[src/rtl/rgbled_pkg.sv]
package rgbled_pkg;

   localparam int NUM_COLUMNS_DEF = 8;
   localparam int COLOR_BITS_DEF  = 4;
   localparam int NUM_ROWS        = 8;

   localparam logic FUNC_WRITE = 1'b0;
   localparam logic FUNC_TICK  = 1'b1;

   typedef struct packed {
      logic       func;
      logic [2:0] pixel_column;
      logic [2:0] pixel_row;
      logic [3:0] red_level;
      logic [3:0] green_level;
      logic [3:0] blue_level;
      logic       bright_flag;
      logic [7:0] status_byte_in;
   } req_type;

   typedef struct packed {
      logic [2:0]          active_column;
      logic [7:0]          status_byte_out;
      logic [NUM_ROWS-1:0] red_rows;
      logic [NUM_ROWS-1:0] green_rows;
      logic [NUM_ROWS-1:0] blue_rows;
   } rsp_type;

endpackage

[src/rtl/rgbled_ram.sv]
module rgbled_ram #(
   parameter int WIDTH = 8,
   parameter int DEPTH = 8
) (
   input  logic                                         clock,
   input  logic                                         wr_en,
   input  logic [((DEPTH > 1) ? $clog2(DEPTH) : 1)-1:0] wr_addr,
   input  logic [WIDTH-1:0]                             wr_data,
   input  logic                                         rd_en,
   input  logic [((DEPTH > 1) ? $clog2(DEPTH) : 1)-1:0] rd_addr,
   output logic [WIDTH-1:0]                             rd_data
);

   logic [WIDTH-1:0] mem_ff [DEPTH];
   logic [WIDTH-1:0] rd_data_ff;

   // read-first: a read of the entry being written returns the old word
   always_ff @(posedge clock) begin
      if (wr_en) begin
         mem_ff[wr_addr] <= wr_data;
      end
      if (rd_en) begin
         rd_data_ff <= mem_ff[rd_addr];
      end
   end

   assign rd_data = rd_data_ff;

endmodule

[src/rtl/rgb_led_matrix_scan_pwm.sv]
// A refresh tick's result passes through the stage-1 registers and then the registered output.
// Throughput: one item per cycle; each item makes one pass through the
// column-word memory (read when the item is accepted, merge/write back in stage 1).
// A pending result blocks new items only while the output is stalled.
// Reset (synchronous) clears counters, pipeline and per-column valid bits; the
// frame store reads as dark at once, with no clearing pass.
module rgb_led_matrix_scan_pwm #(
   parameter int NUM_COLUMNS = rgbled_pkg::NUM_COLUMNS_DEF,
   parameter int COLOR_BITS  = rgbled_pkg::COLOR_BITS_DEF
) (
   input  logic                clock,
   input  logic                reset,
   input  logic                req_valid,
   output logic                req_stall,
   input  rgbled_pkg::req_type req_payload,
   output logic                rsp_valid,
   input  logic                rsp_stall,
   output rgbled_pkg::rsp_type rsp_payload
);

   import rgbled_pkg::*;

   localparam int COL_W   = (NUM_COLUMNS > 1) ? $clog2(NUM_COLUMNS) : 1;
   localparam int ENTRY_W = 3 * COLOR_BITS + 1;
   localparam int WORD_W  = NUM_ROWS * ENTRY_W;
   localparam logic [COL_W-1:0]      LAST_COL   = COL_W'(NUM_COLUMNS - 1);
   localparam logic [COLOR_BITS-1:0] LAST_CYCLE = '1;

   logic [COL_W-1:0]       col_ff, col_in;
   logic [COLOR_BITS-1:0]  pwm_ff, pwm_in;
   logic                   even_ff, even_in;

   logic                   s1_valid_ff, s1_valid_in;
   logic                   s1_tick_ff, s1_tick_in;
   logic                   s1_we_ff, s1_we_in;
   logic [COL_W-1:0]       s1_addr_ff, s1_addr_in;
   logic [2:0]             s1_row_ff, s1_row_in;
   logic [ENTRY_W-1:0]     s1_entry_ff, s1_entry_in;
   logic [7:0]             s1_status_ff, s1_status_in;
   logic [COLOR_BITS-1:0]  s1_pwm_ff, s1_pwm_in;
   logic                   s1_even_ff, s1_even_in;

   logic [NUM_COLUMNS-1:0] col_valid_ff, col_valid_in;
   logic                   fwd_valid_ff, fwd_valid_in;
   logic [COL_W-1:0]       fwd_addr_ff, fwd_addr_in;
   logic [WORD_W-1:0]      fwd_word_ff, fwd_word_in;

   logic                   out_valid_ff, out_valid_in;
   rsp_type                out_ff, out_in;

   logic                   s1_stall, accept, is_tick, in_range, s1_write, fwd_hit;
   logic [COL_W+2:0]       pcol_x, col_x;
   logic [COLOR_BITS+3:0]  red_x, green_x, blue_x;
   logic [COL_W-1:0]       rd_addr;
   logic [WORD_W-1:0]      rd_data, cur_word, merged;
   logic [ENTRY_W-1:0]     entry;
   logic [NUM_ROWS-1:0]    red_rows, green_rows, blue_rows;
   logic                   lit;

   rgbled_ram #(
      .WIDTH (WORD_W),
      .DEPTH (NUM_COLUMNS)
   ) u_frame_ram (
      .clock   (clock),
      .wr_en   (s1_write),
      .wr_addr (s1_addr_ff),
      .wr_data (merged),
      .rd_en   (accept),
      .rd_addr (rd_addr),
      .rd_data (rd_data)
   );

   assign s1_stall  = s1_valid_ff && s1_tick_ff && out_valid_ff && rsp_stall;
   assign req_stall = s1_stall;
   assign accept    = req_valid && !s1_stall;
   assign is_tick   = req_payload.func == FUNC_TICK;
   assign pcol_x    = (COL_W + 3)'(req_payload.pixel_column);
   assign in_range  = pcol_x < (COL_W + 3)'(NUM_COLUMNS);
   assign red_x     = (COLOR_BITS + 4)'(req_payload.red_level);
   assign green_x   = (COLOR_BITS + 4)'(req_payload.green_level);
   assign blue_x    = (COLOR_BITS + 4)'(req_payload.blue_level);
   assign s1_write  = s1_valid_ff && !s1_tick_ff && s1_we_ff;
   assign fwd_hit   = fwd_valid_ff && (fwd_addr_ff == s1_addr_ff);
   assign col_x     = (COL_W + 3)'(s1_addr_ff);

   // column and PWM counters advance at the tick transfer
   always_comb begin
      col_in  = col_ff;
      pwm_in  = pwm_ff;
      even_in = even_ff;
      if (accept && is_tick) begin
         if (col_ff == LAST_COL) begin
            col_in = '0;
            if (pwm_ff == LAST_CYCLE) begin
               pwm_in  = '0;
               even_in = !even_ff;
            end else begin
               pwm_in = pwm_ff + 1'b1;
            end
         end else begin
            col_in = col_ff + 1'b1;
         end
      end
      rd_addr = is_tick ? col_in : pcol_x[COL_W-1:0];
   end

   // stage 1: current column word, with forwarding of last cycle's write
   always_comb begin
      cur_word = fwd_hit ? fwd_word_ff : (col_valid_ff[s1_addr_ff] ? rd_data : '0);
      merged = cur_word;
      merged[s1_row_ff * ENTRY_W +: ENTRY_W] = s1_entry_ff;
      for (int r = 0; r < NUM_ROWS; r++) begin
         entry = cur_word[r * ENTRY_W +: ENTRY_W];
         lit   = s1_even_ff || entry[ENTRY_W-1];
         red_rows[r]   = lit && (entry[COLOR_BITS-1:0] > s1_pwm_ff);
         green_rows[r] = lit && (entry[2*COLOR_BITS-1:COLOR_BITS] > s1_pwm_ff);
         blue_rows[r]  = lit && (entry[3*COLOR_BITS-1:2*COLOR_BITS] > s1_pwm_ff);
      end
   end

   always_comb begin
      s1_valid_in  = s1_valid_ff;
      s1_tick_in   = s1_tick_ff;
      s1_we_in     = s1_we_ff;
      s1_addr_in   = s1_addr_ff;
      s1_row_in    = s1_row_ff;
      s1_entry_in  = s1_entry_ff;
      s1_status_in = s1_status_ff;
      s1_pwm_in    = s1_pwm_ff;
      s1_even_in   = s1_even_ff;
      fwd_valid_in = fwd_valid_ff;
      fwd_addr_in  = fwd_addr_ff;
      fwd_word_in  = fwd_word_ff;
      if (!s1_stall) begin
         s1_valid_in  = accept;
         s1_tick_in   = is_tick;
         s1_we_in     = in_range;
         s1_addr_in   = rd_addr;
         s1_row_in    = req_payload.pixel_row;
         s1_entry_in  = {req_payload.bright_flag, blue_x[COLOR_BITS-1:0],
                         green_x[COLOR_BITS-1:0], red_x[COLOR_BITS-1:0]};
         s1_status_in = req_payload.status_byte_in;
         s1_pwm_in    = pwm_in;
         s1_even_in   = even_in;
         fwd_valid_in = s1_write;
         fwd_addr_in  = s1_addr_ff;
         fwd_word_in  = merged;
      end
      col_valid_in = col_valid_ff;
      if (s1_write) begin
         col_valid_in[s1_addr_ff] = 1'b1;
      end
      out_valid_in = out_valid_ff && rsp_stall;
      out_in       = out_ff;
      if (s1_valid_ff && s1_tick_ff && !s1_stall) begin
         out_valid_in           = 1'b1;
         out_in.active_column   = col_x[2:0];
         out_in.status_byte_out = s1_status_ff;
         out_in.red_rows        = red_rows;
         out_in.green_rows      = green_rows;
         out_in.blue_rows       = blue_rows;
      end
   end

   always_ff @(posedge clock) begin
      if (reset) begin
         col_ff       <= '0;
         pwm_ff       <= '0;
         even_ff      <= 1'b1;
         s1_valid_ff  <= 1'b0;
         fwd_valid_ff <= 1'b0;
         col_valid_ff <= '0;
         out_valid_ff <= 1'b0;
      end else begin
         col_ff       <= col_in;
         pwm_ff       <= pwm_in;
         even_ff      <= even_in;
         s1_valid_ff  <= s1_valid_in;
         fwd_valid_ff <= fwd_valid_in;
         col_valid_ff <= col_valid_in;
         out_valid_ff <= out_valid_in;
      end
   end

   always_ff @(posedge clock) begin
      s1_tick_ff   <= s1_tick_in;
      s1_we_ff     <= s1_we_in;
      s1_addr_ff   <= s1_addr_in;
      s1_row_ff    <= s1_row_in;
      s1_entry_ff  <= s1_entry_in;
      s1_status_ff <= s1_status_in;
      s1_pwm_ff    <= s1_pwm_in;
      s1_even_ff   <= s1_even_in;
      fwd_addr_ff  <= fwd_addr_in;
      fwd_word_ff  <= fwd_word_in;
      out_ff       <= out_in;
   end

   assign rsp_valid   = out_valid_ff;
   assign rsp_payload = out_ff;

endmodule

[config.mk]
export PLATFORM = sky130hd
export DESIGN_NAME = rgb_led_matrix_scan_pwm
export DESIGN_NICKNAME = d
export VERILOG_FILES = /design/src/rtl/rgbled_pkg.sv /design/src/rtl/rgbled_ram.sv /design/src/rtl/rgb_led_matrix_scan_pwm.sv
export SDC_FILE = /design/constraint.sdc
export NUM_CORES = 1
export LEC_CHECK = 0
export ABC_CLOCK_PERIOD_IN_PS = 9660
export BUFFER_PORTS_ARGS = -buffer_cell sky130_fd_sc_hd__buf_2
export CAP_MARGIN = 20
export CORE_ASPECT_RATIO = 0.8
export CORE_MARGIN = 3
export CORE_UTILIZATION = 50
export DETAILED_ROUTE_END_ITERATION = 7
export GPL_TIMING_DRIVEN = 0
export PLACE_DENSITY_LB_ADDON = 0.25
export RECOVER_POWER = 50
export SYNTH_ARGS = -nofsm -noshare
export SYNTH_HDL_FRONTEND = slang
export SYNTH_SLANG_ARGS = --single-unit
[constraint.sdc]
create_clock -name clock -period 9.66 [get_ports clock]
set_input_delay 1.932 -clock clock [delete_from_list [all_inputs] [get_ports clock]]
set_output_delay 1.932 -clock clock [all_outputs]
set_load 0.02 [all_outputs]
==> metrics <==
RSZ-0062 raised after global routing=no; # DRC=0; worst r2r dst=u_frame_ram.mem_ff[2][59]; Leak=19.3 nW; Max IR drop VDD=0.143 mV; Post-Syn Area=roughly 46000 um^2; wire length per cell=around 28 um; total track usage=0.246; vias in the first global route=roughly 26000; CTS max path bufs=3; Synth top area share=0.725; critical path class=in -> reg; Worst Tran Pin Value=roughly 2800 ps; CP startpoint kind=input port; Unique masters post-synth=approximately 40; DIE AREA=about 96000 um^2; number of fillers in the final layout=6871; Hold WS=419 ps; Die Ht=~280 um; clk_skew=~26 ps; Synth async-reset ratio=0; minimum clock period=approximately 6500 ps; register bit total from synthesis=1130; failing checks=capacitance limit, slew limit; Final nets=a little over 3000; Resize count post-CTS=0; vias per cell=approximately 6; first-pass GRT wire length=173 mm; register area=roughly 34000 um^2; core region area=~90000 um^2; Seq/Total Area, Yosys=0.733; initial antenna violation count=5; Clock Tree Root=clkbuf_16; R2R Setup Slk=between 3000 and 4000 ps; Hold Startpoint=s1_status_ff[6]; drt first pass iters=5; area leader, netlist=edfxtp_1; run status=complete, but fails checks; TritonCTS clock tree=done; CP required=approximately 10000 ps; H-tree depth=3; Hold Crit Endpoint=rsp_payload[30]; Port-buffer cells=between 60 and 70; Worst-Skew Late Latency=approximately 700 ps; critical path endpoint category=flip-flop; maximum fanout along the worst path=between 50 and 60; Synth area leaders=edfxtp_1 (73%), mux2i_1 (9.1%), a22o_1 (5.1%), ha_1 (2.8%), nor2_1 (1.6%); Final Cycle Share=0.677; share of cells above drive strength 1=0.113; grt ovf=0; antenna viol nets, final=0; Layout area overhead=12.9%; final setup margin=slightly above 3000 ps; clk sink count=approximately 1100; final wirelength=approximately 120 mm; Syn Area/Cell=roughly 17 um^2; I/O pin total=69; initial DRC count=2995; min-delay worst type=reg -> reg; pwr dens=approximately 200 nW/um^2; post-CTS setup buffers=0; largest net degree at the start of global routing=56; total CTS buffers=approximately 110; multi-input logic area=11300 um^2; top_reg_cell synth=edfxtp_1; synth warn=0; worst hold stages=0; Final setup viols=0; cell with the most instances after synthesis=edfxtp_1; GP Congestion=0.853; WP data arrival=around 7000 ps; TNS Setup=0 ps; Final Core Density=0.576; # rows=98; max cap viols=26; Hold Fails Final Rpt=0; commonest cells in the netlist=edfxtp_1 (1111), mux2i_1 (419), a22o_1 (267); Post-synth EDFFs=1111; Fmax achieved=about 150 MHz; Reg2Reg Depth=6; number of hold buffers added after cts=0; Mapped Cells=about 2700; start of the worst register-to-register path=s1_addr_ff[1]; DIE WIDTH=between 300 and 400 um; post-DP HPWL=~77 mm; pre-CTS setup slack=between 3000 and 4000 ps; PnR Total Power=~11 mW; Initial Util=0.510; vias after detailed routing=26000; final slew viol count=578; syn nets=roughly 2800; Slew HR=-0.857; Clock Pin Slew Worst Setup and Hold Paths=roughly 60 ps
-- through the flow --
| stage | instances | area [um^2] |
|---|---|---|
| floorplan | 2689 | 46000 |
| detailed placement | 4027 | 49200 |
| global placement | 3956 | 47800 |
| finish | 4234 | 51900 |
| CTS | 4224 | 52800 |
| global route | 4227 | 51900 |
-- cells in the final DEF, fill, tap and decap left out, types with 32 or more instances in the layout --
master	synthesis	routed
a21oi_1	105	105
a22o_1	267	267
a22oi_1	44	44
buf_2	51	80
clkbuf_1	47	163
clkbuf_16	0	107
edfxtp_1	1111	1111
ha_1	102	102
mux2i_1	419	419
nand2_1	34	34
nor2_1	198	198
nor2b_1	32	32
-- metal layers --
layer | global-route usage | share of wire | vias up
li1 | - | - | 11200
met1 | 0.347 | 0.41 | 13200
met2 | 0.383 | 0.46 | 1307
met3 | 0.0593 | 0.10 | 240
met4 | 0.0722 | 0.030 | 0
met5 | 0 | 0 | -
-- cell type report --
class / count / area share
Sequential cell: 1130 / 0.650
Timing Repair Buffer: 141 / 0.0165
Tap cell: 1200 / 0.0289
Buffer: 147 / 0.0163
Antenna cell: 7 / 0.000337
Clock inverter: 72 / 0.0153
Inverter: 21 / 0.00152
Clock buffer: 125 / 0.0532
Multi-Input combinational cell: 1391 / 0.218
-- worst max-delay path: stages --
cell and delay (ps):
clkbuf_1 100, nand4_1 1290, buf_16 330, and2_1 190, buf_6 540, o221ai_4 300
nor2_2 430, clkbuf_1 840, clkbuf_1 640, a22o_1 300, nor2_1 50
-- power by group --
part | internal [mW] | switching, mW
Sequential | 5.52 | 0.0539
Clock | 2.43 | 1.80
Combinational | 0.272 | 0.481
-- flip-flops by register name (all words and copies together), names as in the netlist --
| register | flops |
|---|---|
| rsp_valid | 1 |
| fwd_valid_ff | 1 |
| s1_even_ff | 1 |
| u_frame_ram.mem_ff | 832 |
| fwd_word_ff | 104 |
| pwm_ff | 4 |
| u_frame_ram.rd_data | 104 |
| col_ff | 3 |
| fwd_addr_ff | 3 |
| s1_addr_ff | 3 |
| s1_pwm_ff | 4 |
| col_valid_ff | 8 |
| s1_row_ff | 3 |
| s1_valid_ff | 1 |
| s1_status_ff | 8 |
| rsp_payload | 35 |
| s1_tick_ff | 1 |
| even_ff | 1 |
| s1_entry_ff | 13 |
-- worst max-delay path by stage --
stage | from | end | slack, ps | cells past startpoint
5_1_grt | rsp_stall | req_stall | 2940 | 5
3_3_place_gp | s1_addr_ff[0] | u_frame_ram.mem_ff[0][54] | -7280 | 3
2_1_floorplan | s1_addr_ff[0] | u_frame_ram.mem_ff[0][0] | 1120 | 3
3_5_place_dp | rsp_stall | u_frame_ram.rd_data[47] | 3150 | 11
4_1_cts | rsp_stall | u_frame_ram.rd_data[47] | 3850 | 11
6_report | rsp_stall | u_frame_ram.rd_data[47] | 3120 | 11
-- cell families (layout without fill, tap and decap cells) --
| logic type | Yosys count | after routing | share of synthesized area |
|---|---|---|---|
| multiplexers | 456 | 456 | 0.100 |
| XOR/XNOR | 7 | 7 | 0.00133 |
| buffers and inverters | 168 | 506 | 0.0201 |
| AND/OR/NAND/NOR | 319 | 319 | 0.0308 |
| flip-flops | 1130 | 1130 | 0.733 |
| AO/OA/AOI/OAI | 507 | 507 | 0.0865 |
| adder cells (fa/ha/maj) | 102 | 102 | 0.0277 |
| other | 0 | 7 | 0 |
No activity file was read; power rests on OpenSTA's default activity.
